$ cat src/rtl/dlpd_pkg.sv
`timescale 1ns / 1ps
`default_nettype none
// ----------------------------------------------------------------------------
// dlpd_pkg
// Shared types and constants for the decimal length prefix deframer.
// ----------------------------------------------------------------------------
package dlpd_pkg;

    localparam int unsigned MAX_HEADER_CHARS = 32;
    localparam int unsigned HDR_LEN_W        = 6;
    localparam int unsigned ACC_W            = 64;
    localparam int unsigned LEN_W            = 32;

    localparam logic [LEN_W-1:0] MAX_FRAME_RESET = 32'd1048576;

    // result kinds
    localparam logic [1:0] KIND_PAYLOAD = 2'd0;
    localparam logic [1:0] KIND_EMPTY   = 2'd1;
    localparam logic [1:0] KIND_ERROR   = 2'd2;

    // error codes
    localparam logic [1:0] ERR_NONE       = 2'd0;
    localparam logic [1:0] ERR_MALFORMED  = 2'd1;
    localparam logic [1:0] ERR_OVER_LIMIT = 2'd2;

    // characters
    localparam logic [7:0] CHR_NEWLINE = 8'h0A;
    localparam logic [7:0] CHR_TAB     = 8'h09;
    localparam logic [7:0] CHR_VTAB    = 8'h0B;
    localparam logic [7:0] CHR_FF      = 8'h0C;
    localparam logic [7:0] CHR_CR      = 8'h0D;
    localparam logic [7:0] CHR_SPACE   = 8'h20;
    localparam logic [7:0] CHR_PLUS    = 8'h2B;
    localparam logic [7:0] CHR_MINUS   = 8'h2D;
    localparam logic [7:0] CHR_ZERO    = 8'h30;
    localparam logic [7:0] CHR_NINE    = 8'h39;

    typedef struct packed {
        logic [1:0] kind;
        logic [7:0] data_byte;
        logic       last_of_frame;
        logic [1:0] error_code;
    } t_result;

    function automatic logic is_blank(input logic [7:0] c);
        return (c == CHR_SPACE) || (c == CHR_TAB) || (c == CHR_VTAB) ||
               (c == CHR_FF) || (c == CHR_CR);
    endfunction

endpackage
`default_nettype wire

$ cat src/rtl/decimal_length_prefix_deframer.sv
`timescale 1ns / 1ps
`default_nettype none
// ----------------------------------------------------------------------------
// decimal_length_prefix_deframer
// Splits a byte stream into frames of "<decimal length>\n<payload>".
//
// Input channel i_rx_valid / o_rx_ready carries one received byte per request.
// Output channel o_out_valid / i_out_ready carries one result per request:
// a payload byte (with last mark), an empty-frame marker, or an error.
// Header bytes give no result until the newline, where the header is judged.
// A result is registered and appears on the output in the cycle after its byte is taken.
// Throughput: one byte per cycle; the parse logic sits between the input
// handshake and a single result register, and a new byte is taken whenever
// that register is empty or being drained in the same cycle.
// When the receiver stalls with a result pending, o_rx_ready drops.
// After an error the block keeps taking bytes but drops them until reset.
// Reset (synchronous, active low) returns to the header state and sets the
// frame size limit to 1048576; i_cfg_wr_en writes a new limit from i_cfg_wr_data.
// ----------------------------------------------------------------------------
module decimal_length_prefix_deframer (
    input  wire logic        i_clk,
    input  wire logic        i_rst_n,
    input  wire logic        i_cfg_wr_en,
    input  wire logic [31:0] i_cfg_wr_data,
    input  wire logic        i_rx_valid,
    output logic             o_rx_ready,
    input  wire logic [7:0]  i_rx_byte,
    output logic             o_out_valid,
    input  wire logic        i_out_ready,
    output logic [1:0]       o_kind,
    output logic [7:0]       o_data_byte,
    output logic             o_last_of_frame,
    output logic [1:0]       o_error_code
);

    logic [dlpd_pkg::LEN_W-1:0] r_max_frame_size;
    logic                       accept;
    logic                       res_valid;
    logic                       can_load;
    dlpd_pkg::t_result          res;
    dlpd_pkg::t_result          out_res;

    assign o_rx_ready = can_load;
    assign accept     = i_rx_valid && can_load;

    always_ff @(posedge i_clk) begin
        if (!i_rst_n) begin
            r_max_frame_size <= dlpd_pkg::MAX_FRAME_RESET;
        end else if (i_cfg_wr_en) begin
            r_max_frame_size <= i_cfg_wr_data;
        end
    end

    dlpd_parse u_parse (
        .i_clk            (i_clk),
        .i_rst_n          (i_rst_n),
        .i_accept         (accept),
        .i_byte           (i_rx_byte),
        .i_max_frame_size (r_max_frame_size),
        .o_res_valid      (res_valid),
        .o_res            (res)
    );

    dlpd_out_reg u_out_reg (
        .i_clk      (i_clk),
        .i_rst_n    (i_rst_n),
        .i_load     (res_valid),
        .i_res      (res),
        .i_ready    (i_out_ready),
        .o_can_load (can_load),
        .o_valid    (o_out_valid),
        .o_res      (out_res)
    );

    assign o_kind          = out_res.kind;
    assign o_data_byte     = out_res.data_byte;
    assign o_last_of_frame = out_res.last_of_frame;
    assign o_error_code    = out_res.error_code;

endmodule
`default_nettype wire

$ cat src/rtl/dlpd_parse.sv
`timescale 1ns / 1ps
`default_nettype none
// ----------------------------------------------------------------------------
// dlpd_parse
// Header parser and payload counter; one request per cycle, zero or one
// result per request.
// ----------------------------------------------------------------------------
module dlpd_parse (
    input  wire logic                        i_clk,
    input  wire logic                        i_rst_n,
    input  wire logic                        i_accept,
    input  wire logic [7:0]                  i_byte,
    input  wire logic [dlpd_pkg::LEN_W-1:0]  i_max_frame_size,
    output logic                             o_res_valid,
    output dlpd_pkg::t_result                o_res
);

    localparam logic [1:0] PH_HEADER  = 2'd0;
    localparam logic [1:0] PH_PAYLOAD = 2'd1;
    localparam logic [1:0] PH_HALTED  = 2'd2;

    localparam logic [1:0] SUB_SPACE  = 2'd0;
    localparam logic [1:0] SUB_SIGN   = 2'd1;
    localparam logic [1:0] SUB_DIGITS = 2'd2;

    localparam int unsigned HL_W = dlpd_pkg::HDR_LEN_W;
    localparam int unsigned AW   = dlpd_pkg::ACC_W;
    localparam int unsigned LW   = dlpd_pkg::LEN_W;

    logic [1:0]     r_phase,  n_phase;
    logic [1:0]     r_sub,    n_sub;
    logic [HL_W-1:0] r_hdr_len, n_hdr_len;
    logic           r_bad,    n_bad;
    logic           r_neg,    n_neg;
    logic [AW-1:0]  r_acc,    n_acc;
    logic           r_ovf,    n_ovf;
    logic [LW-1:0]  r_remain, n_remain;

    logic           is_digit;
    logic [3:0]     digit;
    logic [AW+3:0]  acc_next;
    logic           bad_now;
    logic           malformed;
    logic [AW-1:0]  frame_len;
    logic           over_limit;
    logic [LW-1:0]  remain_dec;

    assign is_digit = (i_byte >= dlpd_pkg::CHR_ZERO) && (i_byte <= dlpd_pkg::CHR_NINE);
    assign digit    = 4'(i_byte - dlpd_pkg::CHR_ZERO);
    // acc * 10 + digit, upper bits flag 64-bit overflow
    assign acc_next = ({4'd0, r_acc} << 3) + ({4'd0, r_acc} << 1) + (AW+4)'(digit);

    assign bad_now    = r_bad || (r_hdr_len >= HL_W'(dlpd_pkg::MAX_HEADER_CHARS));
    assign malformed  = r_bad || (r_hdr_len == '0) || (r_sub != SUB_DIGITS) || r_ovf;
    assign frame_len  = r_neg ? (AW'(0) - r_acc) : r_acc;
    assign over_limit = (frame_len[AW-1:LW] != '0) || (frame_len[LW-1:0] > i_max_frame_size);
    assign remain_dec = (r_remain != '0) ? (r_remain - LW'(1)) : r_remain;

    always_comb begin
        n_phase     = r_phase;
        n_sub       = r_sub;
        n_hdr_len   = r_hdr_len;
        n_bad       = r_bad;
        n_neg       = r_neg;
        n_acc       = r_acc;
        n_ovf       = r_ovf;
        n_remain    = r_remain;
        o_res_valid = 1'b0;
        o_res       = '{kind: dlpd_pkg::KIND_PAYLOAD, data_byte: 8'd0,
                        last_of_frame: 1'b0, error_code: dlpd_pkg::ERR_NONE};

        if (i_accept) begin
            case (r_phase)
                PH_PAYLOAD: begin
                    n_remain                = remain_dec;
                    o_res_valid             = 1'b1;
                    o_res.data_byte         = i_byte;
                    o_res.last_of_frame     = (remain_dec == '0);
                    if (remain_dec == '0) begin
                        n_phase = PH_HEADER;
                    end
                end
                PH_HEADER: begin
                    if (i_byte != dlpd_pkg::CHR_NEWLINE) begin
                        if (!bad_now) begin
                            n_hdr_len = r_hdr_len + HL_W'(1);
                        end
                        n_bad = bad_now;
                        if (!bad_now) begin
                            if (is_digit) begin
                                n_sub = SUB_DIGITS;
                                if (!r_ovf) begin
                                    if (acc_next[AW+3:AW] != '0) begin
                                        n_ovf = 1'b1;
                                    end else begin
                                        n_acc = acc_next[AW-1:0];
                                    end
                                end
                            end else if (r_sub == SUB_SPACE &&
                                         dlpd_pkg::is_blank(i_byte)) begin
                                n_sub = SUB_SPACE;
                            end else if (r_sub == SUB_SPACE &&
                                         (i_byte == dlpd_pkg::CHR_PLUS ||
                                          i_byte == dlpd_pkg::CHR_MINUS)) begin
                                n_neg = (i_byte == dlpd_pkg::CHR_MINUS);
                                n_sub = SUB_SIGN;
                            end else begin
                                n_bad = 1'b1;
                            end
                        end
                    end else begin
                        // newline: judge the header and start over
                        n_sub     = SUB_SPACE;
                        n_hdr_len = '0;
                        n_bad     = 1'b0;
                        n_neg     = 1'b0;
                        n_acc     = '0;
                        n_ovf     = 1'b0;
                        if (malformed) begin
                            n_phase          = PH_HALTED;
                            o_res_valid      = 1'b1;
                            o_res.kind       = dlpd_pkg::KIND_ERROR;
                            o_res.error_code = dlpd_pkg::ERR_MALFORMED;
                        end else if (over_limit) begin
                            n_phase          = PH_HALTED;
                            o_res_valid      = 1'b1;
                            o_res.kind       = dlpd_pkg::KIND_ERROR;
                            o_res.error_code = dlpd_pkg::ERR_OVER_LIMIT;
                        end else if (frame_len == '0) begin
                            o_res_valid         = 1'b1;
                            o_res.kind          = dlpd_pkg::KIND_EMPTY;
                            o_res.last_of_frame = 1'b1;
                        end else begin
                            n_remain = frame_len[LW-1:0];
                            n_phase  = PH_PAYLOAD;
                        end
                    end
                end
                default: begin
                    // halted until reset
                end
            endcase
        end
    end

    always_ff @(posedge i_clk) begin
        if (!i_rst_n) begin
            r_phase   <= PH_HEADER;
            r_sub     <= SUB_SPACE;
            r_hdr_len <= '0;
            r_bad     <= 1'b0;
            r_neg     <= 1'b0;
            r_acc     <= '0;
            r_ovf     <= 1'b0;
            r_remain  <= '0;
        end else begin
            r_phase   <= n_phase;
            r_sub     <= n_sub;
            r_hdr_len <= n_hdr_len;
            r_bad     <= n_bad;
            r_neg     <= n_neg;
            r_acc     <= n_acc;
            r_ovf     <= n_ovf;
            r_remain  <= n_remain;
        end
    end

endmodule
`default_nettype wire

$ cat src/rtl/dlpd_out_reg.sv
`timescale 1ns / 1ps
`default_nettype none
// ----------------------------------------------------------------------------
// dlpd_out_reg
// Result register with valid/ready toward the receiver.
// ----------------------------------------------------------------------------
module dlpd_out_reg (
    input  wire logic               i_clk,
    input  wire logic               i_rst_n,
    input  wire logic               i_load,
    input  wire dlpd_pkg::t_result  i_res,
    input  wire logic               i_ready,
    output logic                    o_can_load,
    output logic                    o_valid,
    output dlpd_pkg::t_result       o_res
);

    logic              r_valid, n_valid;
    dlpd_pkg::t_result r_res;

    assign o_can_load = !r_valid || i_ready;
    assign o_valid    = r_valid;
    assign o_res      = r_res;

    always_comb begin
        n_valid = r_valid;
        if (o_can_load) begin
            n_valid = i_load;
        end
    end

    always_ff @(posedge i_clk) begin
        if (!i_rst_n) begin
            r_valid <= 1'b0;
        end else begin
            r_valid <= n_valid;
        end
    end

    always_ff @(posedge i_clk) begin
        if (o_can_load && i_load) begin
            r_res <= i_res;
        end
    end

endmodule
`default_nettype wire
$ cat config.mk
export PLATFORM = sky130hd
export DESIGN_NAME = decimal_length_prefix_deframer
export DESIGN_NICKNAME = d
export VERILOG_FILES = /design/src/rtl/dlpd_pkg.sv /design/src/rtl/decimal_length_prefix_deframer.sv /design/src/rtl/dlpd_parse.sv /design/src/rtl/dlpd_out_reg.sv
export SDC_FILE = /design/constraint.sdc
export NUM_CORES = 1
export LEC_CHECK = 0
export BUFFER_PORTS_ARGS = -buffer_cell sky130_fd_sc_hd__buf_2
export CAP_MARGIN = 30
export CORE_AREA = 2 2 194 196
export DETAILED_ROUTE_END_ITERATION = 10
export DIE_AREA = 0 0 196 198
export GPL_ROUTABILITY_DRIVEN = 0
export PLACE_DENSITY = 0.61
export SETUP_SLACK_MARGIN = 0.5
export SYNTH_ARGS = -nofsm -noshare
export SYNTH_HDL_FRONTEND = slang
export SYNTH_SLANG_ARGS = --single-unit
$ cat constraint.sdc
create_clock -name i_clk -period 10.5 [get_ports i_clk]
set_input_delay 0 -clock i_clk [delete_from_list [all_inputs] [get_ports i_clk]]
set_output_delay 0 -clock i_clk [all_outputs]
set_load 0.005 [all_outputs]
**Yosys cells after proc, flatten, opt, wreduce, memory -nomap -nowiden**

Index checks and enable logic that the tools add are counted.
Widths: inputs -> output; s select.

- Word-level logic and storage cells: 145
- Output and inout bits: 15
- Bits in registers: 155

- Add/subtract/negate cells: 6
- Reductions and logical operators: 38
- $lt $le $gt $ge: 4
- Bitwise logic cells: 2
- Muxes and demuxes: 55
- Eq/ne operators: 24

Operator list:

| kind | number |
|---|---|
| $mux 64 | 6 |
| $mux 32 | 5 |
| $add 67x65->68 | 1 |
| $add 68x4->68 | 1 |
| $logic_not 64->1 | 1 |
| $pmux 32 s2 | 1 |
| $reduce_bool 32->1 | 2 |
| $sub 1x64->64 const A | 1 |
| $eq 8x4->1 const B | 4 |
| $gt 32x32->1 | 1 |
| $logic_not 32->1 | 1 |
| $sub 32x1->32 const B | 1 |
| $mux 2 | 14 |
| $eq 8x6->1 const B | 3 |
| $mux 1 | 23 |
| $ne 2x2->1 const B | 11 |
| $reduce_and 6->1 | 3 |
| $mux 6 | 2 |
| $logic_or 1x1->1 | 11 |
| $ge 8x6->1 const B | 1 |
| $le 8x6->1 const B | 1 |
| $ne 8x4->1 const B | 1 |
| $reduce_and 4->1 | 2 |
| $add 6x1->6 const B | 1 |
| 22 further kinds | 31 |

**Logic depth before layout (Yosys ltp)**

Gate-level depths: netlist of run 1.

- Depth after elaboration: 10
- Mapped depth: 21

**Cells and area by module**

Synthesis of run 1 repeated with hierarchy kept, for this count alone.

- Cell total of the unflattened synthesis: 1924
- Area, all modules: 15013.1 um2

Modules (own cells, without submodules):

| module | cells an instance | times used | area each (um2) |
|---|---|---|---|
| dlpd_parse | 1802 | 1 | 13317.8 |
| decimal_length_prefix_deframer | 104 | 1 | 1247.4 |
| dlpd_out_reg | 18 | 1 | 447.9 |

**Worst setup path before layout of run 1**

OpenSTA, ideal clock, no wires.

- Kind: reg-to-reg
- Start: register u_parse.r_acc[2]
- End: register u_parse.r_remain[15]
- Data arrival time: 4991 ps
- Clock period less this slack: 5107 ps
- Cell stages (with the launch flop): 21
- Path slack: 5393 ps
- Setup time: 116 ps
- Data required time: 10384 ps
- Path through: dfxtp_1 > clkbuf_1 > nor4_1 > nand2_1 > or3_1 > clkbuf_1 > o31ai_1 > xor2_1 > inv_1 > ha_1 > nand4_1 > nor2_1 > nand4_1 > or3_1 > o31ai_1 > nand4_1 > or4_4 > o41ai_4 > buf_6 > o32ai_1 > a31o_1

- Cells in the longest elaborated chain, start to end: 7
- Elaborated cells on any way between the ends: 14

Ends and longest elaborated chain:

| what | RTL line | source |
|---|---|---|
| start, declared | dlpd_parse.sv:35 | `logic [AW-1:0] r_acc, n_acc;` |
| start signal, assigned | dlpd_parse.sv:162 | `r_acc <= n_acc;` |
| $sub 1x64->64 | dlpd_parse.sv:55 | `assign frame_len = r_neg ? (AW'(0) - r_acc) : r_acc;` |
| $mux 64 (*) | dlpd_parse.sv:55 |  |
| branches (longest 5 deep; another with $gt 32x32->1) | n/a |  |
| end signal, assigned | dlpd_parse.sv:164 | `r_remain <= n_remain;` |
| end, declared | dlpd_parse.sv:37 | `logic [LW-1:0] r_remain, n_remain;` |

Every way passes the cells marked *. The select of a mux whose other input is x is not followed.
A chain may end at the register's enable or synchronous reset.

**Final worst setup path of run 1**

- Start: register u_parse.r_acc[7]
- End: register u_parse.r_remain[8]

The elaborated chain is that of the path after synthesis.

==> results of run 1 <==
[area by class of cell]
type                    count  area, sq um  share of cell area (%)
clock buffers              20          447                    2.72
clock inverters            11          135                   0.821
inverters                  67          251                    1.53
multi-input cells        1609        11000                    66.9
flip-flops and latches    155         3230                    19.7
well taps                 474          593                    3.61
repair buffers            112          792                    4.81
[final timing paths]
| path | slack, ns | endpoint | start | cells past startpoint |
|---|---|---|---|---|
| worst max register to register | 4.22 | u_parse.r_remain[8]$_SDFFE_PN0P_ | u_parse.r_acc[7]$_SDFFE_PN0P_ | 17 |
| worst min register to register | 0.49 | u_parse.r_hdr_len[1]$_SDFFE_PN0P_ | u_parse.r_hdr_len[1]$_SDFFE_PN0P_ | 2 |
| worst min-delay path | 0.02 | u_parse.r_neg$_SDFFE_PN0P_ | i_rx_byte[2] | 4 |
| worst max-delay path | 4.22 | u_parse.r_remain[8]$_SDFFE_PN0P_ | u_parse.r_acc[7]$_SDFFE_PN0P_ | 17 |
[routing by layer]
layer  track usage, %  vias up  routed length [um]
met5                0        -                   0
met4             12.3        0                2510
met3             4.41      168                3580
met2             42.1      697               22400
met1             33.2     7231               21600
li1                 -     7391                   -
[cell families (layout without fill, tap and decap cells)]
| group | Yosys count | after routing | share of synthesized area, % |
|---|---|---|---|
| compound gates | 564 | 564 | 25.6 |
| xor+xnor | 102 | 102 | 5.97 |
| fa+ha+maj | 166 | 166 | 14.0 |
| buf+inv | 192 | 210 | 4.93 |
| flops | 155 | 155 | 21.6 |
| mux | 39 | 39 | 2.64 |
| simple gates | 738 | 738 | 25.2 |
[state kept, by name, summed over array words and instances, names as in the netlist]
signal,flops
u_parse.r_acc,64
r_max_frame_size,32
u_parse.r_remain,32
u_out_reg.o_res,13
u_parse.r_hdr_len,6
u_parse.r_phase,2
u_parse.r_sub,2
u_out_reg.o_valid,1
u_parse.r_bad,1
u_parse.r_neg,1
u_parse.r_ovf,1
[repair_timing]
item,4_1_cts,5_1_grt
buffers inserted,0,0
hold buffers,40,0
resized for setup,0,0
hold endpoints to repair,40,0
[synth_stat cells (52+ instances only)]
cell type | count | area share [%]
a21oi_1 | 129 | 4.3
nor3_1 | 67 | 2.2
a22o_1 | 63 | 3.7
nor2_1 | 184 | 4.6
inv_1 | 66 | 1.7
ha_1 | 164 | 14
clkbuf_1 | 114 | 2.9
o21ai_0 | 104 | 3.5
nand4_1 | 73 | 3.1
dfxtp_1 | 142 | 19
xnor2_1 | 63 | 3.7
nand2_1 | 147 | 3.7
nand3_1 | 52 | 1.7
[stage by stage]
step | power, W | hold slack (ns) | std cells | setup WS, ns | utilization (%)
after global placement | 0.000708 | 0.234 | 2374 | 4.51 | 41.8
after detailed placement | 0.000709 | 0.244 | 2377 | 4.39 | 41.9
after global routing | 0.00139 | 0.0673 | 2448 | 3.79 | 44.5
after CTS | 0.00135 | 0.0125 | 2448 | 4.34 | 44.5
final | 0.00135 | 0.0229 | 2448 | 4.22 | 44.5
after floorplan | 0.000675 | 0.130 | 1956 | 5.39 | -
[where the power goes]
group | internal (W) | leakage (nW) | switching [W]
combinational | 0.0000409 | 6.06 | 0.0000591
clock | 0.000359 | 0.282 | 0.000278
sequential | 0.000603 | 1.26 | 0.00000544
total | 0.00100 | 7.60 | 0.000343
[critical path, cell delays in order, from the launching register on]
cell and delay (ns):
dfxtp_1 0.39, nor3_1 0.76, nand3_1 0.43, nor3_1 0.87, nand2_1 0.14, o21ai_0 0.23
xnor2_1 0.13, ha_1 0.34, nand4_1 0.08, nor2_1 0.15, nand4_1 0.13, or3_1 0.47
a2111oi_0 0.40, and4b_1 0.31, nand2_1 0.11, o31a_1 0.52, or2_1 0.50, o22ai_1 0.25
==> impl_metrics.csv, run 1 <==
group,metric,value,unit
worst_setup_path,worstPathMaxFanout,16,
yosys,synthFlopType,"dfxtp_1",
yosys,synth-seq-cells,155,
hold_path,hold_path_class,"in -> reg",
worst_setup_path,cp.arrival,6.67,ns
die,rows,71,
final_layout,stdcell_area,16500,sq um
global_route,grt_max_degree,76,
clock_tree,cts_inserted_buffers,17,
final_layout,layout-drive-gt1-share,6.94,%
clock_tree,cts_tree,"done",
sta,setup_viol,0,
global_route,antenna_found_initial,0,
die,initial_utilization,40.5,%
yosys,async_flop_share,0,%
route,dr.pass1.iters,7,
die,chipHeight,198,um
route,vias_per_cell,6.33,
final_layout,final_cell_mix,"nor2_1 (182), ha_1 (164), nand2_1 (147)",
worst_setup_path,end_kind,"flop",
place,dp_hpwl,38.1,mm
die,die_area,38800,sq um
final_layout,final_common_cell,"nor2_1",
sta,fmax,159,MHz
power_and_ir_drop,peakVddDrop,0.0856,mV
yosys,synth_edf_count,13,
clock_tree,clkLatencyLatePin,0.46,ns
clock_tree,htreeDepth,4,
final_layout,fin_nets,2173,
clock_tree,cts_root_buf,"clkbuf_16",
clock_tree,ctsLongestPathBuffers,2,
yosys,synthesis.instances,1956,
route,drc_errors,0,
final_layout,syn2layout_area_growth,10.0,%
sta,period_needed,6.28,ns
sta,rsz0062_at_grt,"false",
worst_setup_path,worstSetupPathType,"reg -> reg",
job,cap_viol_max_count,0,
place,post_dp_cell_area,15500,sq um
yosys,ys_types,84,
die,die_w,196,um
sta,relSlewSlack,36.4,%
route,routed_wirelength,50.1,mm
sta,clock_skew,0.0114,ns
global_route,grt_usage,25.8,%
yosys,yosysWarningCount,0,
die,core,37000,sq um
yosys,synth_fp_nets,2167,
yosys,ys_seq_area_share,21.6,%
yosys,avgSynthCellArea,7.64,sq um
global_route,grt_pass1_wl,80.2,mm
global_route,first_global_vias,14700,
final_layout,fillers,3714,
route,first_iter_violations,1798,
route,wl_per_cell,20.5,um
die,ios,60,
route,vias,15500,
clock_tree,clkTransAtPathRegs,0.07,ns
route,antenna_left,0,
status,status,"finished clean",
worst_setup_path,cp.required,10.88,ns
clock_tree,cts.sinks,155,
sta,drv_slew,0,
yosys,syn_area,15000,sq um
place,port_buffers,59,
power_and_ir_drop,p_per_area,81.8,nW/um^2
power_and_ir_drop,p_leak,7.60,nW
global_route,grt_overflow,0,
sta,worstMarginPinSlew,0.940,ns
sta,period_share,59.8,%
worst_setup_path,crit_path_start_kind,"flop",
sta,finalHoldViolations,0,
final_layout,antenna_cells,0,
sta,setup_tns,0,ns
Power figures use the tool's default switching activity.
==> inputs of run 2 (changes only) <==
clock period = 6.3 ns   (was 10.5 ns; I/O delays follow)
==> run 2 against run 1 <==
Net effect: first-iteration DRC count decreased by 7.9%; sequential cell count is the same; via count rose by 0.27%; sequential share of layout area is 0.25 points lower; clock power up 77%; die area did not move; count of clock-buffer cells in the layout decreased by 2; largest cell class unchanged; highest routed layer unchanged.
==> impl_metrics.csv, run 2 (synthesis gave the netlist of run 1 again) <==
group,metric,value,unit
clock_tree,cts_tree,"done",
sta,period_needed,5.43,ns
sta,rsz0062_at_grt,"false",
global_route,grt_pass1_wl,80.7,mm
worst_setup_path,cp_slowest_cell,"or4_4",
route,wl_met3,3.58,mm
worst_setup_path,reg2regPathDepth,18,
clock_tree,cts_inserted_buffers,17,
sta,period_share,86.1,%
final_layout,top_register,"u_parse.r_acc",
place,port_buffers,59,
worst_setup_path,cp_slowest_stage_delay,0.59,ns
power_and_ir_drop,peakVddDrop,0.134,mV
sta,finalHoldViolations,0,
clock_tree,cts_root_buf,"clkbuf_16",
worst_setup_path,worstSetupEndpoint,"u_parse.r_remain[16]$_SDFFE_PN0P_",
worst_setup_path,crit_path_start_kind,"flop",
route,drc_errors,0,
final_layout,largest_reg_flops,64,
route,antenna_left,0,
route,routed_wirelength,50.7,mm
clock_tree,cts.sinks,155,
sta,fmax,184,MHz
die,rows,71,
worst_setup_path,r2r_start,"u_parse.r_acc[10]$_SDFFE_PN0P_",
clock_tree,ctsLongestPathBuffers,2,
sta,clock_skew,0.0209,ns
hold_path,hold_path_class,"in -> reg",
die,core,37000,sq um
route,wl_per_cell,20.6,um
route,vias_per_cell,6.31,
global_route,grt_max_degree,66,
status,status,"finished clean",
worst_setup_path,path_cells,"or4_4 -> or3_4 -> or3_4 -> nor4_2 -> nand2b_1 -> xnor2_1 -> ha_1 -> nand4_1 -> nor2_2 -> nand4_1 -> or3_1 -> and3_1 -> a211oi_1 -> and4b_2 -> nand2_1 -> o31a_4 -> or2_4 -> o22ai_1",
final_layout,multi_input_area,11100,sq um
final_layout,fin_nets,2186,
final_layout,area.sequential,3230,sq um
die,initial_utilization,40.5,%
final_layout,layout-drive-gt1-share,8.30,%
worst_setup_path,cp.required,6.68,ns
final_layout,antenna_cells,0,
worst_setup_path,worstSetupPathType,"reg -> reg",
die,die_area,38800,sq um
global_route,antenna_found_initial,0,
power_and_ir_drop,p_leak,7.71,nW
final_layout,final_cell_mix,"nor2_1 (179), ha_1 (164), nand2_1 (146)",
final_layout,largest_registers,"u_parse.r_acc (64), r_max_frame_size (32), u_parse.r_remain (32)",
power_and_ir_drop,clockPowerShare,48.7,%
clock_tree,clkTransAtPathRegs,0.07,ns
sta,setup_viol,0,
worst_setup_path,worstPathMaxFanout,16,
final_layout,stdcell_area,16700,sq um
power_and_ir_drop,p_per_area,139,nW/um^2
clock_tree,htreeDepth,4,
power_and_ir_drop,seqPwrFrac,43.9,%
global_route,grt_overflow,0,
route,route.met2.wl,22.5,mm
place,dp_hpwl,38.8,mm
worst_setup_path,path_depth,18,
power_and_ir_drop,intPower,0.00170,W
final_layout,final_common_cell,"nor2_1",
sta,worstMarginPinSlew,0.975,ns
die,die_w,196,um
power_and_ir_drop,swShare,26.5,%
worst_setup_path,cp-startpoint,"u_parse.r_acc[10]$_SDFFE_PN0P_",
route,routed.top_layer,"met4",
worst_setup_path,r2r_end,"u_parse.r_remain[16]$_SDFFE_PN0P_",
place,post_dp_cell_area,15600,sq um
worst_setup_path,cp.arrival,5.81,ns
worst_setup_path,cp_top_family,"simple AND/OR/NAND/NOR gates",
global_route,grt_usage,26.1,%
worst_setup_path,end_kind,"flop",
hold_path,hold_depth,4,
final_layout,syn2layout_area_growth,11.4,%
route,drt-met1-wl,21.9,mm
power_and_ir_drop,power_frac_comb,7.4,%
sta,relSlewSlack,34.7,%
route,vias,15500,
worst_setup_path,r2r_slack,0.87,ns
clock_tree,clkLatencyLatePin,0.46,ns
power_and_ir_drop,switchingPower,0.000612,W
die,chipHeight,198,um
route,dr.pass1.iters,7,
die,ios,60,
route,first_iter_violations,1656,
worst_setup_path,crit_buf_inv,0,
job,cap_viol_max_count,0,
final_layout,fillers,3686,
sta,setup_tns,0,ns
sta,drv_slew,0,
global_route,first_global_vias,14800,
run 2: changes by cell type in the layout (fill, tap and decap cells not counted), sizes merged:
| cell | change |
|---|---|
| inv | +5 |
| buf | +13 |
| clkbuf | -2 |
| clkinv | -2 |
run 2: worst min path at each step:
stage / startpoint / endpoint / slack (ns)
after detailed placement: i_cfg_wr_data[7] / r_max_frame_size[7]$_SDFFE_PN0P_ / 0.24
after CTS: i_rx_byte[2] / u_parse.r_neg$_SDFFE_PN0P_ / 0.02
after floorplan: i_cfg_wr_data[20] / r_max_frame_size[20]$_SDFFE_PN1P_ / 0.13
final: i_rx_byte[2] / u_parse.r_neg$_SDFFE_PN0P_ / 0.04
after global placement: i_cfg_wr_data[29] / r_max_frame_size[29]$_SDFFE_PN0P_ / 0.24
after global routing: i_rx_byte[2] / u_parse.r_neg$_SDFFE_PN0P_ / 0.05
run 2: tightest hold or removal path: stages:
cell     delay (ns)
buf_2          0.19
nand2_1        0.09
o32ai_1        0.07
o31a_1         0.10
run 2: metrics by stage:
step	power [W]	worst slack [ns]	util [%]	instances	hold WS [ns]
after floorplan	0.00113	1.19	-	1956	0.130
after global placement	0.00118	0.605	42.1	2389	0.235
after detailed placement	0.00118	0.397	42.1	2389	0.241
after CTS	0.00232	0.546	44.9	2461	0.0177
after global routing	0.00238	0.528	45.1	2462	0.0493
final	0.00231	0.874	45.1	2462	0.0361
run 2: final cells by class:
class	count	share of cell area (%)
clock buffers	18	2.70
clock inverters	14	1.02
inverters	67	1.51
well taps	474	3.56
multi-input cells	1609	66.4
repair buffers	125	5.43
flip-flops and latches	155	19.4
run 2: metal layers:
metal / up-vias / track usage, %
met2: 681 / 42.3
li1: 7425 / -
met1: 7250 / 33.5
met5: - / 0
met3: 173 / 4.46
met4: 0 / 13.0
run 2: what timing repair did:
item	in CTS	in global routing
hold endpoints to repair	40	0
endpoints found under the setup margin	13	45
hold buffers	40	0
resized for setup	2	15
setup buffers	0	0
run 2: power by group through the flow:
stage	Clock, W	Combinational, W	Sequential [W]
floorplan	0	0.0000922	0.00103
global placement	0	0.000145	0.00104
detailed placement	0	0.000146	0.00104
CTS	0.00114	0.000167	0.00101
global route	0.00118	0.000186	0.00102
finish	0.00113	0.000170	0.00101
==> inputs of run 3 (changes only) <==
CELL_PAD_IN_SITES_DETAIL_PLACEMENT = 1   (was not set)
CELL_PAD_IN_SITES_GLOBAL_PLACEMENT = 2   (was not set)
CORE_AREA = 2 2 202 204   (was 2 2 194 196)
DIE_AREA = 0 0 204 206   (was 0 0 196 198)
PLACE_DENSITY = 0.85   (was 0.61)
==> run 3 against run 2 <==
Net effect: die area is 8.3% higher; sequential share of layout area is 0.18 points lower; global-route usage is 1.7 points higher; count of clock-buffer cells in the layout stayed put; first-iteration DRC count is 34% lower; critical path type unchanged; largest cell class unchanged.
==> impl_metrics.csv, run 3 (synthesis gave the netlist of run 1 again) <==
group,metric,value,unit
status,status,"finished clean",
place,dp_cells,2456,
route,drc_errors,0,
clock_tree,cts_tree,"done",
clock_tree,cts_inserted_buffers,17,
final_layout,fillers,4939,
clock_tree,cts_root_buf,"clkbuf_16",
route,first_iter_violations,1092,
route,antenna_left,0,
power_and_ir_drop,peakVddDrop,0.134,mV
final_layout,syn2layout_area_growth,12.5,%
sta,drv_slew,0,
worst_setup_path,cp.required,6.68,ns
final_layout,stdcell_area,16800,sq um
power_and_ir_drop,p_per_area,136,nW/um^2
worst_setup_path,worstSetupPathType,"reg -> reg",
clock_tree,clkTransAtPathRegs,0.07,ns
worst_setup_path,cp_top_family,"simple AND/OR/NAND/NOR gates",
die,initial_utilization,37.2,%
final_layout,layout-drive-gt1-share,8.81,%
die,chipHeight,206,um
job,cap_viol_max_count,0,
final_layout,final_common_cell,"nor2_1",
final_layout,largest_registers,"u_parse.r_acc (64), r_max_frame_size (32), u_parse.r_remain (32)",
final_layout,top_register,"u_parse.r_acc",
die,die_area,42000,sq um
clock_tree,htreeDepth,4,
die,core,40200,sq um
sta,rsz0062_at_grt,"false",
clock_tree,cts.sinks,155,
final_layout,fin_nets,2195,
sta,fmax,181,MHz
route,routed_wirelength,57.9,mm
die,die_w,204,um
place,dp_hpwl,44.8,mm
global_route,grt_pass1_wl,91.9,mm
worst_setup_path,end_kind,"flop",
worst_setup_path,cp.arrival,5.90,ns
worst_setup_path,crit_path_start_kind,"flop",
worst_setup_path,crit_buf_inv,0,
final_layout,largest_reg_flops,64,
sta,relSlewSlack,29.7,%
route,vias,15800,
worst_setup_path,cp_slowest_cell,"or4_4",
global_route,first_global_vias,16200,
die,rows,74,
sta,worstMarginPinSlew,1.05,ns
place,post_dp_cell_area,15700,sq um
final_layout,stdcell_count,2529,
place,port_buffers,59,
sta,setup_tns,0,ns
global_route,grt_max_degree,61,
route,wl_per_cell,22.9,um
sta,period_share,87.6,%
worst_setup_path,path_cells,"or4_4 -> or3_1 -> or3_4 -> o21ai_1 -> xnor2_2 -> ha_1 -> nand4_1 -> nor2_4 -> nand4_1 -> or3_4 -> and3_1 -> a211oi_1 -> and4b_1 -> nand2_1 -> o31a_1 -> or2_4 -> o22ai_1",
final_layout,final_cell_mix,"nor2_1 (180), ha_1 (164), nand2_1 (146)",
global_route,antenna_found_initial,1,
hold_path,hold_path_class,"in -> reg",
global_route,grt_usage,27.8,%
global_route,grt_overflow,0,
die,ios,60,
final_layout,antenna_cells,0,
sta,period_needed,5.52,ns
route,dr.pass1.iters,5,
clock_tree,clkLatencyLatePin,0.46,ns
sta,finalHoldViolations,0,
route,vias_per_cell,6.26,
worst_setup_path,worstPathMaxFanout,13,
worst_setup_path,cp_slowest_stage_delay,0.59,ns
sta,setup_viol,0,
power_and_ir_drop,p_leak,7.77,nW
clock_tree,ctsLongestPathBuffers,2,
sta,clock_skew,0.0113,ns
run 3: cell type report:
cell class / count / area, sq um / share of cell area (%)
sequential: 155 / 3230 / 19.2
timing repair buffer: 134 / 982 / 5.84
tap: 532 / 666 / 3.96
multi-input combinational: 1609 / 11100 / 65.9
clock inverter: 14 / 145 / 0.863
inverter: 67 / 251 / 1.50
clock buffer: 18 / 450 / 2.68
run 3: where the power goes:
group | internal, W | switching (W)
registers | 0.00100 | 0.0000101
clock network | 0.000584 | 0.000507
logic | 0.0000713 | 0.000107
run 3: layer usage:
layer | track usage, % | vias to the layer above | share of wire, %
met5 | 0 | - | 0
met4 | 13.4 | 0 | 4.6
met3 | 4.32 | 147 | 4.7
met2 | 46.4 | 467 | 47
met1 | 34.9 | 7800 | 44
li1 | - | 7430 | -
run 3: worst paths after layout:
check,startpoint,end,slack (ns),cells past startpoint
worst min register to register,u_parse.r_hdr_len[1]$_SDFFE_PN0P_,u_parse.r_hdr_len[1]$_SDFFE_PN0P_,0.49,2
worst min-delay path,i_rst_n,u_parse.r_phase[0]$_SDFFE_PN0P_,0.02,2
worst max-delay path,u_parse.r_acc[10]$_SDFFE_PN0P_,u_parse.r_remain[10]$_SDFFE_PN0P_,0.78,17
worst max register to register,u_parse.r_acc[10]$_SDFFE_PN0P_,u_parse.r_remain[10]$_SDFFE_PN0P_,0.78,17
run 3: metrics by stage:
step / setup WS (ns) / hold slack, ns / total power [W] / util (%)
final: 0.780 / 0.0243 / 0.00228 / 41.8
after global placement: 0.462 / 0.220 / 0.00118 / 39.1
after global routing: 0.455 / 0.0276 / 0.00235 / 41.8
after CTS: 0.572 / 0.000387 / 0.00229 / 41.6
after detailed placement: 0.287 / 0.229 / 0.00119 / 39.1
after floorplan: 1.19 / 0.130 / 0.00113 / -
run 3: what timing repair did:
| action | 4_1_cts | 5_1_grt |
|---|---|---|
| hold buffers | 38 | 0 |
| pin swaps | 0 | 2 |
| hold endpoints to repair | 38 | 0 |
| setup endpoints to repair | 42 | 108 |
| resized for setup | 7 | 15 |
| buffers inserted | 0 | 3 |
